<file path="src/hdl/vmf_pkg.sv">
// vmf_pkg: shared constants, codes and fsm type for the voxel fill block
// no dependencies
`timescale 1ns / 1ps

package vmf_pkg;

	localparam int VOLUME_DEPTH_DEF = 32768;
	localparam int SAMPLE_WIDTH_DEF = 16;

	localparam int EXT_W      = 11;
	localparam int THR_W      = 5;
	localparam int IDX_W      = 15;
	localparam int IN_VAL_W   = 16;
	localparam int FILL_W     = 16;
	localparam int NBR_CNT_W  = 5;
	localparam int DIVISOR_W  = NBR_CNT_W + 1;
	localparam int NBR_MAX    = 26;

	typedef enum logic [1:0] {
		CMD_WRITE = 2'd0,
		CMD_RUN   = 2'd1,
		CMD_READ  = 2'd2
	} cmd_t;

	typedef enum logic [1:0] {
		REG_SIZE_X  = 2'd0,
		REG_SIZE_Y  = 2'd1,
		REG_SIZE_Z  = 2'd2,
		REG_MIN_NBR = 2'd3
	} reg_idx_t;

	typedef enum logic [3:0] {
		ST_IDLE,
		ST_PLANE,
		ST_VOL,
		ST_SIZE,
		ST_CENTER,
		ST_CHECK,
		ST_NBR,
		ST_NLAST,
		ST_DECIDE,
		ST_DIV,
		ST_RESP
	} state_t;

endpackage

</file>
<file path="src/hdl/vmf_mean_div.sv">
// vmf_mean_div: restoring divider, one quotient bit per cycle
// depends on vmf_pkg for the divisor width
`timescale 1ns / 1ps

module vmf_mean_div import vmf_pkg::*; #(
	parameter int DVD_W = 22
) (
	input  logic                 clk,
	input  logic                 arst_n,
	input  logic                 start,
	input  logic [DVD_W-1:0]     dividend,
	input  logic [DIVISOR_W-1:0] divisor,
	output logic                 busy,
	output logic                 done,
	output logic [DVD_W-1:0]     quotient
);

	localparam int CW = $clog2(DVD_W + 1);

	logic [DIVISOR_W-1:0] rem_q;
	logic [DIVISOR_W-1:0] dvs_q;
	logic [DVD_W-1:0]     quo_q;
	logic [CW-1:0]        cnt_q;
	logic                 busy_q;
	logic                 done_q;
	logic [DIVISOR_W:0]   trial;
	logic [DIVISOR_W:0]   diff;
	logic                 take;

	assign trial = {rem_q, quo_q[DVD_W-1]};
	assign diff  = trial - {1'b0, dvs_q};
	assign take  = trial >= {1'b0, dvs_q};

	always_ff @(posedge clk or negedge arst_n) begin
		if (!arst_n) begin
			busy_q <= 1'b0;
			done_q <= 1'b0;
			cnt_q  <= '0;
		end else if (start) begin
			busy_q <= 1'b1;
			done_q <= 1'b0;
			cnt_q  <= CW'(DVD_W);
		end else if (busy_q) begin
			cnt_q  <= cnt_q - CW'(1);
			busy_q <= (cnt_q != CW'(1));
			done_q <= (cnt_q == CW'(1));
		end else begin
			done_q <= 1'b0;
		end
	end

	always_ff @(posedge clk) begin
		if (start) begin
			quo_q <= dividend;
			dvs_q <= divisor;
			rem_q <= '0;
		end else if (busy_q) begin
			rem_q <= take ? diff[DIVISOR_W-1:0] : trial[DIVISOR_W-1:0];
			quo_q <= {quo_q[DVD_W-2:0], take};
		end
	end

	assign busy     = busy_q;
	assign done     = done_q;
	assign quotient = quo_q;

endmodule

</file>
<file path="config.mk">
export PLATFORM = sky130hd
export DESIGN_NAME = vmf_mean_div
export DESIGN_NICKNAME = d
export VERILOG_FILES = /design/src/hdl/vmf_pkg.sv /design/src/hdl/vmf_mean_div.sv
export SDC_FILE = /design/constraint.sdc
export NUM_CORES = 1
export LEC_CHECK = 0
export ABC_AREA = 1
export BUFFER_PORTS_ARGS = -buffer_cell sky130_fd_sc_hd__buf_2
export CORE_MARGIN = 1.5
export CORE_UTILIZATION = 25
export CTS_BUF_LIST = sky130_fd_sc_hd__clkbuf_8
export CTS_CLUSTER_SIZE = 20
export DETAILED_ROUTE_END_ITERATION = 8
export GPL_ROUTABILITY_DRIVEN = 1
export PLACE_DENSITY = 0.45
export SYNTH_ARGS = -nofsm -noshare
export SYNTH_HDL_FRONTEND = slang
export SYNTH_SLANG_ARGS = --single-unit
export TNS_END_PERCENT = 20
</file>
<file path="constraint.sdc">
create_clock -name clk -period 3.94 [get_ports clk]
set_clock_uncertainty 0.1 [all_clocks]
set_input_delay 0.394 -clock clk [delete_from_list [all_inputs] [get_ports clk]]
set_output_delay 0.394 -clock clk [all_outputs]
set_load 0.01 [all_outputs]
</file>
==> flow_summary.toml <==
[worst_setup_path]
reg2reg_depth = 8
top_fanout_value_on_the_critical_path = 31
worst-r2r-setup-slack_ps = 2140
crit_type = "input pin to flop"
critPathArrivalTime_ps = 1820
critical_path.startpoint_type = "input pin"
r2r-end = "quotient[0]"
worst-endpoint-required_ps = 3760
worstSetupEndpointType = "flop"
critical_path.reg2reg.startpoint = "dvs_q[4]"

[placement]
gp_congestion = 0.774
placedCellCount = 386
dpl_cell_area_sq_mm = 0.00246
place_hpwl_um = 3300
port-buffer-count = 54
pre_cts_ws_ps = 1570

[yosys]
post_synth_inst_count = 232
yosysSeqAreaShare = 0.546
synth_area_sq_mm = 0.00208
syn-num-nets = 273
post_synthesis_compound_gate_area_fraction = 0.0252
yosys.area_share.xor_xnor = 0.00841
post_synth_and_or_nand_nor_area_fraction = 0.294
synth_adder_area_share = 0.0637
synth_top_cells_by_area = "sky130_fd_sc_hd__edfxtp_1 (40%), sky130_fd_sc_hd__nand2_1 (17%), sky130_fd_sc_hd__dfrtp_1 (8.4%)"
synth_mux_area_frac = 0
synth_cell_type_count = 29
postSynthAreaPerCell_sq_um = 8.97
synth.top_cell.area_share = 0.404
yosysWarnings = 0
synth_top_family_by_area = "simple AND/OR/NAND/NOR gates"
synth.largest_area_cell = "sky130_fd_sc_hd__edfxtp_1"
ys_seq_elements = 41

[power_and_ir_drop]
fin_total_pwr_mw = 1.40
power-per-cell-area_mw_per_mm2 = 540
leakagePower_nw = 1.31
worst_ir_drop_vdd_uv = 297

[cts]
cts_tree = "built"
insertion_delay_ps = 290
clock-root-buffer = "sky130_fd_sc_hd__clkbuf_8"
cts_resized = 0
cts_hold_buffers = 1
clockBufferDepth = 2
clk_pin_slew_worst_paths_ps = 80
numClockSinks = 41
cts_made_buffers = 5
htree_levels = 2
postCtsSetupBuffers = 0

[grt]
gr-usage-all-layers = 0.112
antenna_found_initial = 0
largest_net_degree_at_the_start_of_global_routing = 32
vias_in_the_first_global_route = 1645
grt-ovfl-total = 0
grt_first_pass_wirelength_um = 7730

[flow_run]
timing.max_cap.violations = 0

[final_layout]
area_growth_pct = 24.3
layout_fillers = 855
finish.instance_area_sq_mm = 0.00259
post_route_cells_drive_above_1_share = 0.262
finalNetCount = 330
finish.utilization = 0.318
layoutNonFillerInstCount = 395
insertedDiodeCount = 0

[floorplan]
die_height_um = 94.3
die_area_sq_mm = 0.00888
die_width_um = 94.3
design.core.area_sq_mm = 0.00813
placement_rows = 33
num_io_pins = 55
floorplan.initialDensity = 0.256

[sta]
unrepaired_setup_endpoints_after_global_routing = "false"
setup-tns-final_ps = 0
tightestPinTransition_ps = 902
maxClockFrequency_ghz = 0.500
timing.final.crit_period_ps = 2000
final.period_utilization = 0.508
finalSetupViolations = 0
worst_hold_slack_ps = 172
timing.final.ws_setup_ps = 1940
worst_slew_margin_rel = 0.398
finalHoldViolCount = 0
maxSlewViolCount = 0

[worst_hold_path]
hold_path_end = "dvs_q[4]"
cell_depth_of_the_worst_hold_path = 1
hold_path_startpoint = "divisor[4]"
min_path_type = "input pin to flop"

[route]
via_count = 1655
route.antenna.remaining_nets = 0
total_wirelength_of_the_detailed_routed_design_um = 4530
drtPass1Iterations = 4
detail_route.wl_per_cell_um = 11.5
route.detailed.vias_per_inst = 4.19
detail_route.drc_violations = 0
initialDrtViolationCount = 71

[run_status]
run_status = "completed"
## kinds of logic after synthesis
group	Yosys count
buffers and inverters	34
AND/OR/NAND/NOR	136
XOR/XNOR	2
flip-flops	41
AO/OA/AOI/OAI	9
adder cells (fa/ha/maj)	10
## per-layer routing
| metal | global-route usage | routed length, um | share of wire |
|---|---|---|---|
| met2 | 0.188 | 2140 | 0.47 |
| met4 | 0.0336 | 58 | 0.013 |
| met3 | 0.0251 | 209 | 0.046 |
| met5 | 0 | 0 | 0 |
| met1 | 0.142 | 2130 | 0.47 |
## layout make-up
| class | instances | area, sq um | share of cell area |
|---|---|---|---|
| timing repair buffer | 55 | 280 | 0.108 |
| multi-input combinational | 157 | 815 | 0.315 |
| tap | 105 | 131 | 0.0508 |
| clock inverter | 2 | 33.8 | 0.0131 |
| inverter | 29 | 109 | 0.0421 |
| clock buffer | 6 | 82.6 | 0.0319 |
| sequential | 41 | 1140 | 0.439 |
## sequential cells by signal, summed over array words and instances, names as in the netlist
register  count
rem_q         6
cnt_q         5
dvs_q         6
busy          1
done          1
quotient     22
## power breakdown
part	internal [mW]	switching, mW
Combinational	0.189	0.279
Clock	0.204	0.152
Sequential	0.530	0.0427
Total	0.924	0.474
## cells in the final DEF (no fill, tap or decap), drive strengths merged, types with 3 or more instances in the layout
| cell type | synthesis | final |
|---|---|---|
| a21oi | 3 | 3 |
| buf | 5 | 54 |
| clkbuf | 0 | 6 |
| dfrtp | 7 | 7 |
| dfxtp | 6 | 6 |
| edfxtp | 28 | 28 |
| ha | 9 | 9 |
| inv | 29 | 30 |
| nand2 | 98 | 98 |
| nand3 | 22 | 22 |
| nand3b | 3 | 3 |
| nor2 | 8 | 8 |
| o21ai | 4 | 4 |
## worst max-delay path, stage by stage
cell and delay, ps:
sky130_fd_sc_hd__buf_2 500, sky130_fd_sc_hd__nor2_2 180, sky130_fd_sc_hd__inv_1 710
## cell usage after synthesis, drive strengths merged
library cell / instances
nand3b: 3
o21ai: 4
xnor2: 1
dfxtp: 6
fa: 1
nor3: 2
inv: 29
a31oi: 1
xor2: 1
nand3: 22
nand4: 2
nand2: 98
and3: 1
edfxtp: 28
a21oi: 3
dfrtp: 7
buf: 5
a22oi: 1
ha: 9
nor2: 8
## worst max-delay path by stage
stage / startpoint / endpoint / slack, ps / depth (start not counted)
floorplan: quotient[21] / rem_q[4] / 2270 / 8
global placement: start / quotient[4] / 1620 / 3
detailed placement: start / quotient[4] / 1570 / 3
CTS: start / quotient[2] / 1860 / 3
global route: start / quotient[3] / 1770 / 3
finish: start / quotient[3] / 1940 / 3
(Power assumes the default switching activity.)
